[src/design/assert_macros.svh]
// Assertion helpers for the RTL files, used by the controller (wra_ctrl).
`ifndef ASSERT_MACROS_SVH
`define ASSERT_MACROS_SVH

// Concurrent check on the rising clock, muted during reset.
`define WRA_ASSERT(label, prop, msg) \
    label: assert property (@(posedge clk) disable iff (!rst_n) (prop)) else $error(msg);

// Condition that must never be seen on a clock edge.
`define WRA_NEVER(label, expr, msg) \
    label: assert property (@(posedge clk) disable iff (!rst_n) !(expr)) else $error(msg);

`endif

[src/design/wra_pkg.sv]
// ----------------------------------------------------------------------------
// wra_pkg
// Types, constants and controller interface for the windowed rate averager.
// ----------------------------------------------------------------------------
package wra_pkg;

    // Window arrangement: the first windows have fixed lengths, the rest
    // count since the start of the time base.
    localparam int NUM_WINDOWS   = 3;
    localparam int FIXED_WINDOWS = 2;
    localparam int WIN_W         = (NUM_WINDOWS > 1) ? $clog2(NUM_WINDOWS) : 1;

    // Configuration register indexes and reset values
    localparam int CFG_IDX_W = 8;
    localparam logic [CFG_IDX_W-1:0] CFG_SHORT_WINDOW = 8'd0;
    localparam logic [CFG_IDX_W-1:0] CFG_LONG_WINDOW  = 8'd1;
    localparam logic [31:0] SHORT_WINDOW_RESET = 32'd3600;
    localparam logic [31:0] LONG_WINDOW_RESET  = 32'd86400;

    // Input commands
    localparam logic CMD_AGGREGATE = 1'b0;
    localparam logic CMD_RESET     = 1'b1;

    // Divider geometry
    localparam int DIV_N   = 64;
    localparam int DIV_D   = 32;
    localparam int DIV_CNT = $clog2(DIV_N + 1);

    typedef struct packed {
        logic        command;
        logic [31:0] now_seconds;
        logic [63:0] counter_value;
    } in_item_t;

    typedef struct packed {
        logic [63:0] rate_short;
        logic [63:0] rate_long;
        logic [63:0] rate_since_start;
        logic        all_rates_zero;
    } out_item_t;

    // Controller to datapath
    typedef struct packed {
        logic latch_in;
        logic mul_lo;
        logic mul_hi;
        logic acc;
        logic store_avg;
        logic next_win;
        logic finish;
        logic load_out;
    } ctrl_cmd_t;

    // Datapath to controller
    typedef struct packed {
        logic div_done;
        logic last_win;
        logic out_free;
    } ctrl_status_t;

endpackage

[src/design/wra_ctrl.sv]
// ----------------------------------------------------------------------------
// wra_ctrl
// Sequencer: walks each window through multiply, accumulate and divide.
// ----------------------------------------------------------------------------
`include "assert_macros.svh"

module wra_ctrl (
    input  logic                  clk,
    input  logic                  rst_n,
    input  logic                  in_valid,
    input  logic                  in_command,
    output logic                  in_ready,
    input  wra_pkg::ctrl_status_t sts,
    output wra_pkg::ctrl_cmd_t    cmd
);

    typedef enum logic [5:0] {
        S_IDLE     = 6'b000001,
        S_MUL_LO   = 6'b000010,
        S_MUL_HI   = 6'b000100,
        S_ACC      = 6'b001000,
        S_DIV_WAIT = 6'b010000,
        S_DONE     = 6'b100000
    } state_t;

    state_t state_reg, state_next;

    // Next state and commands
    always_comb
    begin
        state_next = state_reg;
        cmd        = '0;
        in_ready   = 1'b0;
        case (state_reg)
            S_IDLE:
            begin
                in_ready = 1'b1;
                if (in_valid)
                begin
                    cmd.latch_in = 1'b1;
                    state_next = (in_command == wra_pkg::CMD_RESET) ? S_DONE : S_MUL_LO;
                end
            end
            S_MUL_LO:
            begin
                cmd.mul_lo = 1'b1;
                state_next = S_MUL_HI;
            end
            S_MUL_HI:
            begin
                cmd.mul_hi = 1'b1;
                state_next = S_ACC;
            end
            S_ACC:
            begin
                cmd.acc = 1'b1;
                state_next = S_DIV_WAIT;
            end
            S_DIV_WAIT:
            begin
                if (sts.div_done)
                begin
                    cmd.store_avg = 1'b1;
                    if (sts.last_win)
                    begin
                        cmd.finish = 1'b1;
                        state_next = S_DONE;
                    end
                    else
                    begin
                        cmd.next_win = 1'b1;
                        state_next = S_MUL_LO;
                    end
                end
            end
            S_DONE:
            begin
                if (sts.out_free)
                begin
                    cmd.load_out = 1'b1;
                    state_next = S_IDLE;
                end
            end
            default:
                state_next = S_IDLE;
        endcase
    end

    always_ff @(posedge clk or negedge rst_n)
    begin
        if (!rst_n)
            state_reg <= S_IDLE;
        else
            state_reg <= state_next;
    end

    // Checks
    `WRA_ASSERT(a_div_done_in_wait, sts.div_done |-> state_reg == S_DIV_WAIT, "divider finished outside wait state")
    `WRA_ASSERT(a_load_needs_slot, cmd.load_out |-> sts.out_free, "result loaded over a pending one")
    `WRA_ASSERT(a_accept_leaves_idle, (in_valid && in_ready) |=> state_reg != S_IDLE, "accepted transaction dropped")

endmodule

[config.mk]
export PLATFORM = sky130hd
export DESIGN_NAME = wra_ctrl
export DESIGN_NICKNAME = d
export VERILOG_FILES = /design/src/design/wra_pkg.sv /design/src/design/wra_ctrl.sv
export VERILOG_INCLUDE_DIRS = /design/src /design/src/design
export SDC_FILE = /design/constraint.sdc
export NUM_CORES = 1
export LEC_CHECK = 0
export BUFFER_PORTS_ARGS = -buffer_cell sky130_fd_sc_hd__buf_2
export CAP_MARGIN = 20
export CORE_AREA = 2 2 39 41
export DETAILED_ROUTE_END_ITERATION = 6
export DIE_AREA = 0 0 41 43
export GPL_TIMING_DRIVEN = 0
export PLACE_DENSITY = 0.66
export REMOVE_ABC_BUFFERS = 1
export SLEW_MARGIN = 30
export SYNTH_ARGS = -nofsm -noshare
export SYNTH_HDL_FRONTEND = slang
export SYNTH_SLANG_ARGS = --single-unit
[constraint.sdc]
create_clock -name clk -period 4 [get_ports clk]
set_input_delay 0.6 -clock clk [delete_from_list [all_inputs] [get_ports clk]]
set_output_delay 0.6 -clock clk [all_outputs]
set_load 0.005 [all_outputs]
**After elaboration in Yosys (flattened, before gate mapping)**

Cells that the tools add are included.

- Input bits: 7
- Word-level logic and storage cells: 29
- Register bits: 6
- Output and inout port bits: 9

- Reduce and logical (&&, ||, !) cells: 1
- Multiplexer cells: 18
- Equal/unequal tests: 9

Operators by type and width:

| operator | number |
|---|---|
| $pmux W6 S6 | 1 |
| $mux W6 | 5 |
| $mux W1 | 10 |
| $eq A6 B1 Y1 const B | 1 |
| $eq A6 B2 Y1 const B | 1 |
| $eq A6 B3 Y1 const B | 1 |
| $eq A6 B4 Y1 const B | 1 |
| $eq A6 B5 Y1 const B | 1 |
| $eq A6 B6 Y1 const B | 1 |
| $mux W3 | 2 |
| $ne A2 B2 Y1 const B | 3 |
| $reduce_and A3 Y1 | 1 |

**Longest topological paths before layout**

Gate-level depths: netlist of run 1.

- Depth in word-level cells: 3
- Gate-level depth with buffers: 5

**Worst setup path before layout of run 1**

Ideal clock, no wire load.

- Kind: reg-to-output
- From: register state_reg[1]
- To: output port cmd[1] (netlist name)
- Data arrival time: 1.385 ns
- Path slack: 2.015 ns
- Cell stages (with the launch flop): 5
- Path buffers: 0
- Cells stage by stage: dfrtp_1 > or4_1 > nor2_2 > nand2_1 > nor2_1

RTL lines:

| what | line | text |
|---|---|---|
| start, declared | wra_ctrl.sv:26 | `state_t state_reg, state_next;` |
| start signal, assigned | wra_ctrl.sv:94 | `state_reg <= state_next;` |
| end, declared | wra_ctrl.sv:14 | `output wra_pkg::ctrl_cmd_t cmd` |

==> results of run 1 <==
power by group:
part           internal, mW  total, mW  switching [mW]  leakage, nW
combinational        0.0731      0.141          0.0675        0.171
sequential           0.0772      0.104          0.0272       0.0795
clock                0.0376     0.0573          0.0196       0.0150
total                 0.188      0.302           0.114        0.265
metal layers:
metal	vias up	global-route usage, %
met1	183	18.1
li1	219	-
met5	-	0
met2	15	18.4
met3	0	2.09
met4	0	9.33
cells by family after synthesis:
group,synth area share [%]
xor+xnor,1.93
simple gates,39.7
buf+inv,6.61
compound gates,18.5
flops,33.3
placed cells by master, fill, tap and decap left out, types with 2 or more instances in the layout:
cell and count:
o21ai_0 2, inv_1 4, buf_2 15, nand2_1 2, dfrtp_1 5, nor2_1 4
and2_1 2, nor3_1 3, a21oi_1 2, o22ai_1 2, nor3b_1 5, clkbuf_4 3
nand2b_1 2
final cells by class:
class / count / area (µm²) / area share, %
clock buffer: 4 / 26.3 / 4.69
inverter: 4 / 15.0 / 2.68
multi-input combinational: 39 / 273 / 48.7
sequential: 6 / 151 / 27.0
tap: 16 / 20.0 / 3.57
timing repair buffer: 15 / 75.1 / 13.4
path summary, 6_finish.rpt:
kind	start	to	cells after the start
max in group asynchronous	rst_n	state_reg[0]$_DFFE_PN1P_	1
worst min register to register	state_reg[5]$_DFFE_PN0P_	state_reg[1]$_DFFE_PN0P_	1
worst min-delay path	rst_n	state_reg[5]$_DFFE_PN0P_	1
worst max register to register	state_reg[1]$_DFFE_PN0P_	state_reg[5]$_DFFE_PN0P_	4
min in group clk	state_reg[5]$_DFFE_PN0P_	state_reg[1]$_DFFE_PN0P_	1
worst max-delay path	state_reg[1]$_DFFE_PN0P_	cmd[1]	5
==> flow_metrics.py, run 1 <==
metrics = {
    "run_status": {
        "status": "finished, final reports clean",
    },
    "cells_and_area": {
        "largest_reg_flops": 6,
        "fin_nets": 76,
        "instances_no_fill": 84,
        "area_growth_pct": 23.4,
        "layout-drive-gt1-share_pct": 36.8,
        "fin_area_um2": 561,
        "n_fill_cell": 148,
        "utilization_pct": 40.5,
        "antennaDiodeCount": 0,
    },
    "cts": {
        "cts_hold_buf": 0,
        "cts_num_sinks": 6,
        "cts_tree": "done",
        "numCtsBuffers": 3,
        "cts_buffer_depth": 2,
        "clk_latency_ns": 0.24,
        "clockRootBuffer": "clkbuf_4",
        "post_cts_buffers": 0,
        "cts_resized": 0,
        "clkTransAtPathRegs_ns": 0.05,
        "htreeDepth": 1,
    },
    "drt": {
        "viasPerCell": 4.96,
        "wl_per_cell_um": 11.6,
        "highest_layer": "met3",
        "first_pass_iters": 4,
        "met2_length_um": 462,
        "drt-met1-wl_um": 445,
        "routed_wl_um": 974,
        "drt-initial-drc-count": 5,
        "wl_met3_um": 65,
        "drc": 0,
        "vias": 417,
        "ant_nets": 0,
    },
    "logic_synthesis": {
        "synth_top_area_share_pct": 27.5,
        "synth_flop_cell": "dfrtp_1",
        "synthTopCellsByArea": "dfrtp_1, nor3b_1, dfstp_2, nor3b_4, nor3_1",
        "ys_ff_latch": 6,
        "synth_warnings": 0,
        "ys_types": 29,
        "async_flop_share_pct": 100,
        "netlist_area_um2": 454,
        "ys_seq_area_share_pct": 33.3,
        "synth-edff-count": 0,
        "post_synth.cell_area_avg_um2": 8.91,
        "syn_inst": 51,
        "ys_top_cells_by_count": "dfrtp_1, nor3b_1, inv_1, nor2_1, nor3_1",
        "yosysTopAreaCell": "dfrtp_1",
    },
    "die": {
        "die_area_um2": 1760,
        "design.core.area_um2": 1380,
        "start_util_pct": 32.8,
        "ios": 16,
        "fp.dieW_um": 41,
        "die_y_um": 43,
        "rows": 14,
    },
    "timing": {
        "finalCritPeriodShare_pct": 60.6,
        "tns_ns": 0,
        "final-setup-viol-count": 0,
        "slew_headroom_pct": 68.4,
        "fmax_ghz": 0.413,
        "rsz0062_at_grt": "no",
        "period_needed_ns": 2.42,
        "tightest_slew_ns": 0.470,
        "holdWs_ns": 0.171,
        "fin_skew_ns": 0.00631,
        "finalHoldViolCount": 0,
        "finalWorstSetupSlack_ns": 1.58,
        "final_max_slew_viol_count": 0,
    },
    "placement": {
        "post-dp-hpwl_um": 768,
        "place_ws_ns": 1.80,
        "place_area_um2": 534,
        "routabilityCongestion": 0.741,
        "port_buffers": 15,
        "place_inst": 80,
    },
    "global_route": {
        "grt_pass1_wl_um": 1600,
        "gr-total-overflow": 0,
        "grt_max_degree": 10,
        "antenna_found_initial": 0,
        "globalRouteTotalUtil_pct": 13.3,
        "grt_pass1_vias": 378,
    },
    "critical_path": {
        "slowest_delay_ns": 0.64,
        "slowest_stage": "or4_1",
        "crit_family": "simple AND/OR/NAND/NOR gates",
        "end_kind": "primary output",
        "arrival_ns": 1.82,
        "cp-start-kind": "flop",
        "cp.required_ns": 3.40,
        "crit_fanout": 9,
        "r2r_setup_slack_ns": 2.17,
        "crit_type": "flop to primary output",
        "cp.buffers_inverters": 1,
        "cp_cell_sequence": "or4_1 -> nor2_2 -> nand2_1 -> nor2_1 -> buf_2",
    },
    "pwr": {
        "ir_drop_uv": 242,
        "p_leak_nw": 0.265,
        "power_density_nw_per_um2": 539,
        "finalPower_mw": 0.302,
    },
    "run": {
        "max_cap_violations": 0,
    },
    "min_path": {
        "min_path_type": "input pin to asynchronous set/reset pin",
    },
}
(Power assumes the default switching activity.)
==> run 2: changes to the inputs <==
clock period = 2.5 ns   (was 4 ns; I/O delays follow)
==> run 2 against run 1 <==
Die area did not move. First-iteration DRC count shrank 40%. Register-to-register slack got worse by 1.5 ns.
==> flow_metrics.py, run 2 (same netlist as run 1, synthesis figures left out) <==
metrics = {
    "cts": {
        "clockRootBuffer": "clkbuf_4",
        "numCtsBuffers": 3,
        "cts_resized": 0,
        "cts_buffer_depth": 2,
        "clkTransAtPathRegs_ns": 0.05,
        "cts_tree": "done",
        "clk_latency_ns": 0.24,
        "htreeDepth": 1,
        "cts_num_sinks": 6,
    },
    "pwr": {
        "p_leak_nw": 0.269,
        "power_density_nw_per_um2": 850,
        "switchingPower_mw": 0.183,
        "combPwrFrac_pct": 46.6,
        "p_int_mw": 0.302,
        "ir_drop_uv": 388,
        "power_frac_seq_pct": 34.5,
        "power_frac_clock_pct": 18.9,
        "switching_share_pct": 37.8,
    },
    "critical_path": {
        "crit_type": "flop to primary output",
        "cp.required_ns": 2.12,
        "crit_fanout": 9,
        "slowest_stage": "or4_1",
        "end_kind": "primary output",
        "cp_cell_sequence": "or4_1 -> nor2_2 -> nand2_1 -> nor2_1 -> buf_2",
        "arrival_ns": 1.82,
        "cp-start-kind": "flop",
        "slowest_delay_ns": 0.64,
    },
    "placement": {
        "routabilityCongestion": 0.741,
        "port_buffers": 15,
        "place_area_um2": 534,
        "post-dp-hpwl_um": 768,
    },
    "timing": {
        "fin_skew_ns": 0.00616,
        "final_max_slew_viol_count": 0,
        "period_needed_ns": 2.20,
        "fmax_ghz": 0.455,
        "final-setup-viol-count": 0,
        "tightest_slew_ns": 0.469,
        "slew_headroom_pct": 68.4,
        "tns_ns": 0,
        "rsz0062_at_grt": "no",
        "finalCritPeriodShare_pct": 88.0,
        "finalHoldViolCount": 0,
    },
    "global_route": {
        "grt_max_degree": 10,
        "globalRouteTotalUtil_pct": 13.4,
        "gr-total-overflow": 0,
        "antenna_found_initial": 0,
        "grt_pass1_vias": 381,
        "grt_pass1_wl_um": 1610,
    },
    "run_status": {
        "status": "finished, final reports clean",
    },
    "die": {
        "start_util_pct": 32.8,
        "design.core.area_um2": 1380,
        "fp.dieW_um": 41,
        "rows": 14,
        "die_area_um2": 1760,
        "die_y_um": 43,
        "ios": 16,
    },
    "drt": {
        "drt-initial-drc-count": 3,
        "vias": 423,
        "first_pass_iters": 4,
        "ant_nets": 0,
        "routed_wl_um": 970,
        "wl_per_cell_um": 11.4,
        "viasPerCell": 4.98,
        "drc": 0,
    },
    "cells_and_area": {
        "final_common_cell": "buf_2",
        "multi_input_area_um2": 273,
        "largest_reg_flops": 6,
        "seq_area_um2": 151,
        "mostFrequentLayoutCells": "buf_2, nor3b_1, dfrtp_1",
        "utilization_pct": 41.2,
        "area_growth_pct": 25.6,
        "n_fill_cell": 146,
        "fin_area_um2": 571,
        "antennaDiodeCount": 0,
        "fin_nets": 77,
        "layout-drive-gt1-share_pct": 36.2,
    },
    "run": {
        "max_cap_violations": 0,
    },
    "min_path": {
        "min_path_type": "input pin to flop",
    },
}
==> run 2: cell count changes in the layout (fill, tap and decap cells not counted) <==
cell,delta
dlygate4sd3_1,+1
==> run 2: per-layer routing <==
metal	up-vias	GRT usage [%]	wire length, µm
li1	223	-	-
met3	0	2.09	52
met1	189	18.4	459
met4	0	9.33	0
met2	11	18.4	458
met5	-	0	0
==> run 2: worst paths after layout <==
kind / from / to / slack (ns) / cells after the start
max: state_reg[1]$_DFFE_PN0P_ / cmd[1] / 0.30 / 5
min: sts[0] / state_reg[5]$_DFFE_PN0P_ / 0.38 / 2
max reg2reg: state_reg[1]$_DFFE_PN0P_ / state_reg[5]$_DFFE_PN0P_ / 0.67 / 4
min reg2reg: state_reg[5]$_DFFE_PN0P_ / state_reg[1]$_DFFE_PN0P_ / 0.54 / 1
max in group asynchronous: rst_n / state_reg[0]$_DFFE_PN1P_ / 1.79 / 2
min in group asynchronous: rst_n / state_reg[5]$_DFFE_PN0P_ / 0.48 / 2
==> run 2: stage by stage <==
stage | hold slack (ns) | setup slack [ns] | power, mW | cells
after floorplan | 0.0794 | 0.740 | 0.330 | 49
after global placement | 0.196 | 0.588 | 0.387 | 80
after detailed placement | 0.201 | 0.529 | 0.395 | 80
after CTS | 0.368 | 0.276 | 0.492 | 85
after global routing | 0.369 | 0.130 | 0.533 | 85
final | 0.376 | 0.301 | 0.485 | 85
==> run 2: power by group through the flow <==
stage | Combinational, mW | Sequential, mW | Clock [mW]
floorplan | 0.174 | 0.156 | 0
global placement | 0.221 | 0.165 | 0
detailed placement | 0.227 | 0.169 | 0
CTS | 0.228 | 0.167 | 0.0970
global route | 0.253 | 0.176 | 0.104
finish | 0.226 | 0.167 | 0.0917
==> run 2: what timing repair did <==
| action | 4_1_cts | 5_1_grt |
|---|---|---|
| buffers inserted | 0 | 0 |
| hold buffers | 1 | 0 |
| endpoints found under the hold margin | 5 | 0 |
==> run 2: layout make-up <==
class	instances	area share (%)
Multi-Input combinational cell	39	47.8
Sequential cell	6	26.5
Timing Repair Buffer	16	14.9
Clock buffer	4	4.61
Tap cell	16	3.51
Inverter	4	2.63
==> run 2: critical path: cells and delay by family, from the launching register on <==
| kind | cells | cell delay, ns |
|---|---|---|
| AND/OR/NAND/NOR | 4 | 1.01 |
| flip-flops | 1 | 0.47 |
| buffers and inverters | 1 | 0.11 |
